### config.mk
export PLATFORM = sky130hd
export DESIGN_NAME = rfid_uart_frame_parser_core
export DESIGN_NICKNAME = d
export VERILOG_FILES = /design/src/rtl/rufp_pkg.sv /design/src/rtl/rufp_parser.sv /design/src/rtl/rfid_uart_frame_parser_core.sv
export SDC_FILE = /design/constraint.sdc
export NUM_CORES = 1
export LEC_CHECK = 0
export ABC_CLOCK_PERIOD_IN_PS = 4700
export BUFFER_PORTS_ARGS = -buffer_cell sky130_fd_sc_hd__buf_2
export CAP_MARGIN = 20
export CORE_MARGIN = 4
export CORE_UTILIZATION = 40
export CTS_CLUSTER_DIAMETER = 50
export DETAILED_ROUTE_END_ITERATION = 8
export PLACE_DENSITY = 0.68
export SYNTH_ARGS = -nofsm -noshare
export SYNTH_HDL_FRONTEND = slang
export SYNTH_SLANG_ARGS = --single-unit
export TNS_END_PERCENT = 10
### constraint.sdc
create_clock -name clock -period 4.7 [get_ports clock]
set_input_delay 0.47 -clock clock [delete_from_list [all_inputs] [get_ports clock]]
set_output_delay 0.47 -clock clock [all_outputs]
set_load 0.01 [all_outputs]
### src/rtl/rufp_pkg.sv
package rufp_pkg;

   localparam int unsigned BYTE_W  = 8;
   localparam int unsigned TAG_W   = 32;
   localparam int unsigned VALUE_W = 56;
   localparam int unsigned STAT_W  = 2;

   localparam logic [BYTE_W-1:0] FRAME_START = 8'h02;
   localparam logic [BYTE_W-1:0] FRAME_END   = 8'h03;
   localparam logic [BYTE_W-1:0] LEN_MIN     = 8'd9;
   localparam logic [BYTE_W-1:0] LEN_MAX     = 8'd10;
   // length byte counts start, length, checksum and end on top of the payload
   localparam logic [BYTE_W-1:0] LEN_OVERHEAD = 8'd4;

   typedef enum logic [STAT_W-1:0] {
      ST_OK      = 2'd0,
      ST_BAD_LEN = 2'd1,
      ST_BAD_SUM = 2'd2,
      ST_BAD_END = 2'd3
   } status_type;

   typedef enum logic [4:0] {
      PH_START    = 5'b00001,
      PH_LENGTH   = 5'b00010,
      PH_PAYLOAD  = 5'b00100,
      PH_CHECKSUM = 5'b01000,
      PH_END      = 5'b10000
   } phase_type;

   typedef struct packed {
      logic               produce;
      status_type         status;
      logic [TAG_W-1:0]   tag_id;
      logic [VALUE_W-1:0] frame_value;
      logic               is_new;
   } result_type;

endpackage

### src/rtl/rufp_parser.sv
module rufp_parser (
   input  logic                      clock,
   input  logic                      reset,
   input  logic                      step,
   input  logic [rufp_pkg::BYTE_W-1:0] rx_byte,
   output rufp_pkg::result_type      result
);
   import rufp_pkg::*;

   phase_type          phase_ff, phase_in;
   logic [2:0]         left_ff, left_in;
   logic [VALUE_W-1:0] value_ff, value_in;
   logic [VALUE_W-1:0] prev_ff, prev_in;
   logic [BYTE_W-1:0]  len_less;
   logic [2:0]         left_dec;

   function automatic logic [BYTE_W-1:0] xor_bytes(input logic [VALUE_W-1:0] v);
      logic [BYTE_W-1:0] c;
      c = '0;
      for (int i = 0; i < VALUE_W / BYTE_W; i++) begin
         c = c ^ v[i*BYTE_W +: BYTE_W];
      end
      return c;
   endfunction

   assign len_less = rx_byte - LEN_OVERHEAD;
   assign left_dec = left_ff - 3'd1;

   always_comb begin
      phase_in = phase_ff;
      left_in  = left_ff;
      value_in = value_ff;
      prev_in  = prev_ff;
      result   = '{produce: 1'b0, status: ST_OK, tag_id: '0, frame_value: '0, is_new: 1'b0};
      case (phase_ff)
         PH_LENGTH: begin
            if (rx_byte inside {[LEN_MIN:LEN_MAX]}) begin
               value_in = {{(VALUE_W-BYTE_W){1'b0}}, rx_byte};
               left_in  = len_less[2:0];
               phase_in = PH_PAYLOAD;
            end else begin
               phase_in       = PH_START;
               result.produce = 1'b1;
               result.status  = ST_BAD_LEN;
            end
         end
         PH_PAYLOAD: begin
            value_in = {value_ff[VALUE_W-BYTE_W-1:0], rx_byte};
            left_in  = left_dec;
            if (left_dec == 3'd0) begin
               phase_in = PH_CHECKSUM;
            end
         end
         PH_CHECKSUM: begin
            if (xor_bytes(value_ff) == rx_byte) begin
               phase_in = PH_END;
            end else begin
               phase_in           = PH_START;
               result.produce     = 1'b1;
               result.status      = ST_BAD_SUM;
               result.frame_value = value_ff;
            end
         end
         PH_END: begin
            phase_in           = PH_START;
            result.produce     = 1'b1;
            result.frame_value = value_ff;
            if (rx_byte != FRAME_END) begin
               result.status = ST_BAD_END;
            end else begin
               result.status = ST_OK;
               result.tag_id = value_ff[TAG_W-1:0];
               result.is_new = (value_ff != prev_ff);
               prev_in       = value_ff;
            end
         end
         default: begin
            phase_in = (rx_byte == FRAME_START) ? PH_LENGTH : PH_START;
         end
      endcase
   end

   always_ff @(posedge clock) begin
      if (reset) begin
         phase_ff <= PH_START;
         left_ff  <= '0;
         value_ff <= '0;
         prev_ff  <= '0;
      end else if (step) begin
         phase_ff <= phase_in;
         left_ff  <= left_in;
         value_ff <= value_in;
         prev_ff  <= prev_in;
      end
   end

endmodule

### src/rtl/rfid_uart_frame_parser_core.sv
// Channel   Direction  Ports                                          Beat
// req_      in         req_valid, req_stall, req_rx_byte              one received byte
// rsp_      out        rsp_valid, rsp_stall, rsp_status, rsp_tag_id,  one frame outcome
//                      rsp_frame_value, rsp_is_new
//
// One byte per cycle sustained unless a byte with a result meets a stalled
// result slot; a byte that closes or breaks a frame passes the byte register and
// the parse, and its result is written into the result register.
// The rate is set by the single parse step between the byte register and the
// result register. Reset is synchronous and returns the parser to hunting for a
// start byte with cleared value and previous-frame registers. A stalled result
// holds the result register; bytes that give no result keep flowing past it.
module rfid_uart_frame_parser_core (
   input  logic                         clock,
   input  logic                         reset,
   input  logic                         req_valid,
   output logic                         req_stall,
   input  logic [rufp_pkg::BYTE_W-1:0]  req_rx_byte,
   output logic                         rsp_valid,
   input  logic                         rsp_stall,
   output logic [rufp_pkg::STAT_W-1:0]  rsp_status,
   output logic [rufp_pkg::TAG_W-1:0]   rsp_tag_id,
   output logic [rufp_pkg::VALUE_W-1:0] rsp_frame_value,
   output logic                         rsp_is_new
);
   import rufp_pkg::*;

   // byte register in front of the parser
   logic              hold_valid_ff, hold_valid_in;
   logic [BYTE_W-1:0] hold_byte_ff;

   // result register
   logic       rsp_valid_ff, rsp_valid_in;
   result_type rsp_data_ff;

   result_type parse_result;
   logic       out_free;
   logic       advance;
   logic       accept;

   rufp_parser u_parser (
      .clock   (clock),
      .reset   (reset),
      .step    (advance),
      .rx_byte (hold_byte_ff),
      .result  (parse_result)
   );

   // the held byte moves on unless it has a result and the result slot is taken
   assign out_free  = !rsp_valid_ff || !rsp_stall;
   assign advance   = hold_valid_ff && (!parse_result.produce || out_free);
   assign req_stall = hold_valid_ff && !advance;
   assign accept    = req_valid && !req_stall;

   always_comb begin
      hold_valid_in = hold_valid_ff;
      if (accept) begin
         hold_valid_in = 1'b1;
      end else if (advance) begin
         hold_valid_in = 1'b0;
      end
   end

   always_comb begin
      rsp_valid_in = rsp_valid_ff;
      if (advance && parse_result.produce) begin
         rsp_valid_in = 1'b1;
      end else if (!rsp_stall) begin
         rsp_valid_in = 1'b0;
      end
   end

   always_ff @(posedge clock) begin
      if (reset) begin
         hold_valid_ff <= 1'b0;
         rsp_valid_ff  <= 1'b0;
      end else begin
         hold_valid_ff <= hold_valid_in;
         rsp_valid_ff  <= rsp_valid_in;
      end
   end

   always_ff @(posedge clock) begin
      if (accept) begin
         hold_byte_ff <= req_rx_byte;
      end
      if (advance && parse_result.produce) begin
         rsp_data_ff <= parse_result;
      end
   end

   assign rsp_valid       = rsp_valid_ff;
   assign rsp_status      = rsp_data_ff.status;
   assign rsp_tag_id      = rsp_data_ff.tag_id;
   assign rsp_frame_value = rsp_data_ff.frame_value;
   assign rsp_is_new      = rsp_data_ff.is_new;

endmodule

==> flow_metrics.py <==
metrics = {
    "run_status": {
        "status": "finished, final reports clean",
    },
    "die": {
        "ioPinCount": 105,
        "initial_core_util": 0.4043,
        "rows": 56,
        "die_area_um2": 26180,
        "die_w_um": 161.8,
        "core_area_um2": 23400,
        "dieHeight_um": 161.8,
    },
    "logic_synthesis": {
        "syn_inst": 946,
        "synth_nets": 960,
        "synthArstFlopShare": 0,
        "synth_edf_count": 99,
        "netlist_area_um2": 9462,
        "ys_warn_count": 0,
        "synthDominantCellAreaShare": 0.3142,
        "synth_flop_cell": "dfxtp_1",
        "seq_area_frac_synth": 0.5723,
        "yosysUniqueCellTypes": 50,
        "ys_top_cells_by_area": "edfxtp_1, dfxtp_1, nand2_1",
        "ys_seq_elements": 221,
        "yosys.area.top_type": "edfxtp_1",
        "syn_avg_cell_area_um2": 10.00,
    },
    "min_path": {
        "min_path_cells": 1,
        "hold_end": "hold_byte_ff[3]",
        "hold_path.class": "in -> reg",
        "worstHoldStart": "req_rx_byte[3]",
    },
    "timing": {
        "rsz0062_at_grt": "false",
        "skew_ps": 15.09,
        "worst_pin_slew_ps": 998.9,
        "period_share": 0.8576,
        "hold_viol_final": 0,
        "setup_viol": 0,
        "max_freq_mhz": 248.1,
        "slew-limit-headroom": 0.3340,
        "report.final.slew_viol_count": 0,
        "tns_ps": 0,
        "hold_ws_ps": 150.0,
        "min_period_ps": 4031,
    },
    "power": {
        "leakage_nw": 4.146,
        "power.share.switching": 0.2009,
        "ir_worst_vdd_v": 0.0002176,
        "clkPwrFrac": 0.472,
        "pwr_density_cell_nw_per_um2": 364.4,
        "seqPwrFrac": 0.508,
        "p_int_mw": 3.178,
        "power_frac_comb": 0.020,
        "power.switching_mw": 0.7992,
    },
    "cells_and_area": {
        "fill_cells": 2231,
        "multiInputGateArea_um2": 3670,
        "layoutNonFillerInstCount": 1331,
        "seqCellArea_um2": 5416,
        "postLayoutCoreUtil": 0.4664,
        "final_nets": 1010,
        "syn_to_final_growth_pct": 15.37,
        "layout-drive-gt1-share": 0.1640,
        "antenna_cells": 0,
    },
    "routing": {
        "drt_iter0_drc": 661,
        "avgViaCountPerCell": 5.113,
        "vias": 6806,
        "first_pass_iters": 5,
        "wirelength_um": 23400,
        "ant_nets": 0,
        "wl_per_cell_um": 17.58,
        "drc_errors": 0,
    },
    "clock_network": {
        "htree_levels": 1,
        "ctsResizeCount": 0,
        "path_clk_slew_ps": 60,
        "cts_tree": "done",
        "clock_path_buffers": 3,
        "cts_setup_buffers": 0,
        "insertion_delay_ps": 500,
        "cts_hold_buffers": 0,
        "cts_sinks": 221,
        "clockRootBuffer": "clkbuf_16",
        "cts_made_buffers": 22,
    },
    "flow_run": {
        "maxCapViolCount": 0,
    },
    "worst_setup_path": {
        "reg2reg_depth": 8,
        "crit_path_start_kind": "flip-flop",
        "cp_max_fo": 59,
        "rrSetupSlack_ps": 890,
        "rr_endpoint": "hold_byte_ff[2]",
        "crit_required_ps": 4230,
        "end_kind": "primary output",
        "crit_arrival_ps": 3560,
        "r2r-start": "u_parser.value_ff[5]",
        "critPathKind": "reg -> out",
    },
    "placed_design": {
        "place_inst": 1291,
        "portBuffers": 104,
        "dp_hpwl_um": 14890,
        "gp_congestion": 0.8159,
    },
    "grt": {
        "antenna_found_initial": 0,
        "grtUsageTotal": 0.1741,
        "grt_pass1_wl_um": 36610,
        "grt_pass1_vias": 6505,
        "grt_remaining_overflow": 0,
        "grt_max_degree": 76,
    },
}
==> worst max-delay path by stage <==
stage,start,end,slack (ps),cells after the start
floorplan,hold_byte_ff[4],rsp_frame_value[0],1240,7
global placement,hold_byte_ff[0],rsp_frame_value[44],970,9
detailed placement,hold_byte_ff[0],rsp_frame_value[41],910,9
CTS,u_parser.value_ff[5],req_stall,720,8
global route,u_parser.value_ff[5],req_stall,550,8
finish,u_parser.value_ff[5],req_stall,670,8
==> synth_stat cells (4+ instances only) <==
library cell / count
nand3_1: 53
edfxtp_1: 99
xnor2_1: 63
clkbuf_1: 49
buf_1: 7
nand2_1: 184
dfxtp_1: 122
buf_2: 31
xor2_1: 49
nor4_1: 13
and2_1: 88
nand4_1: 8
o21ai_0: 5
a21oi_1: 116
inv_1: 4
nor3_1: 4
nor2_1: 8
==> cell type report <==
type,count,share of cell area
sequential,221,0.4962
multi-input combinational,631,0.3362
timing repair buffer,115,0.05777
clock buffer,27,0.05605
tap,319,0.03657
clock inverter,13,0.01547
inverter,5,0.001719
==> through the flow <==
step                cell area, µm²  worst slack (ps)  total power [mW]
finish                       10920             669.1             3.977
global route                 10920             554.4             4.091
CTS                          10920             724.0             4.014
detailed placement           10130             912.6             2.142
global placement             10130             973.4             2.141
floorplan                     9462              1239             2.113
==> worst max-delay path, cell delays in order, from the launching register on <==
cell and delay, ps:
dfxtp_1 520, xor2_1 340, xnor2_1 220, xnor2_1 110, nor4_1 440, nand2_1 260, a21bo_2 590, o2111a_1 410
buf_2 150
==> cell usage in the layout (no fill, tap or decap), types with 4 or more instances in the layout <==
cell,count
nand2_1,184
dfxtp_1,121
a21oi_1,116
buf_2,103
edfxtp_1,99
and2_1,88
xnor2_1,63
nand3_1,52
xor2_1,49
clkbuf_16,24
nor4_1,13
buf_4,10
nor2_1,8
nand4_1,8
clkinv_1,6
o21ai_0,5
inv_1,4
bufinv_16,4
==> flip-flops by register name, indices dropped and copies added, names as in the netlist <==
name,flops
rsp_frame_value,56
rsp_valid,1
rsp_tag_id,32
u_parser.value_ff,56
rsp_status,2
u_parser.left_ff,3
u_parser.phase_ff,5
u_parser.prev_ff,56
hold_valid_ff,1
rsp_is_new,1
hold_byte_ff,8
==> logic make-up (layout without fill, tap and decap cells) <==
| kind of cell | after synthesis | after routing | share of synthesized area |
|---|---|---|---|
| and+or+nand+nor | 379 | 379 | 0.1955 |
| DFF | 221 | 221 | 0.5723 |
| xor gates and xnor gates | 114 | 114 | 0.1071 |
| muxes | 2 | 2 | 0.002644 |
| adders and majority gates | 2 | 2 | 0.002644 |
| AOI/OAI and AO/OA | 134 | 134 | 0.07749 |
| buffers and inverters | 94 | 160 | 0.04232 |
==> power by group through the flow <==
stage | clock network (mW) | logic, mW | registers, mW
6_report | 1.88 | 0.0781 | 2.02
5_1_grt | 1.98 | 0.0848 | 2.02
4_1_cts | 1.91 | 0.0791 | 2.02
3_5_place_dp | 0 | 0.0786 | 2.06
3_3_place_gp | 0 | 0.0787 | 2.06
2_1_floorplan | 0 | 0.0591 | 2.05
==> layer usage <==
layer / routed length, µm / GRT usage / vias to the layer above
met5: 0 / 0 / -
met4: 725 / 0.06036 / 0
met3: 1414 / 0.02334 / 43
met2: 10830 / 0.2789 / 249
met1: 10430 / 0.2445 / 3263
li1: - / - / 3251
No activity file was read; power rests on OpenSTA's default activity.
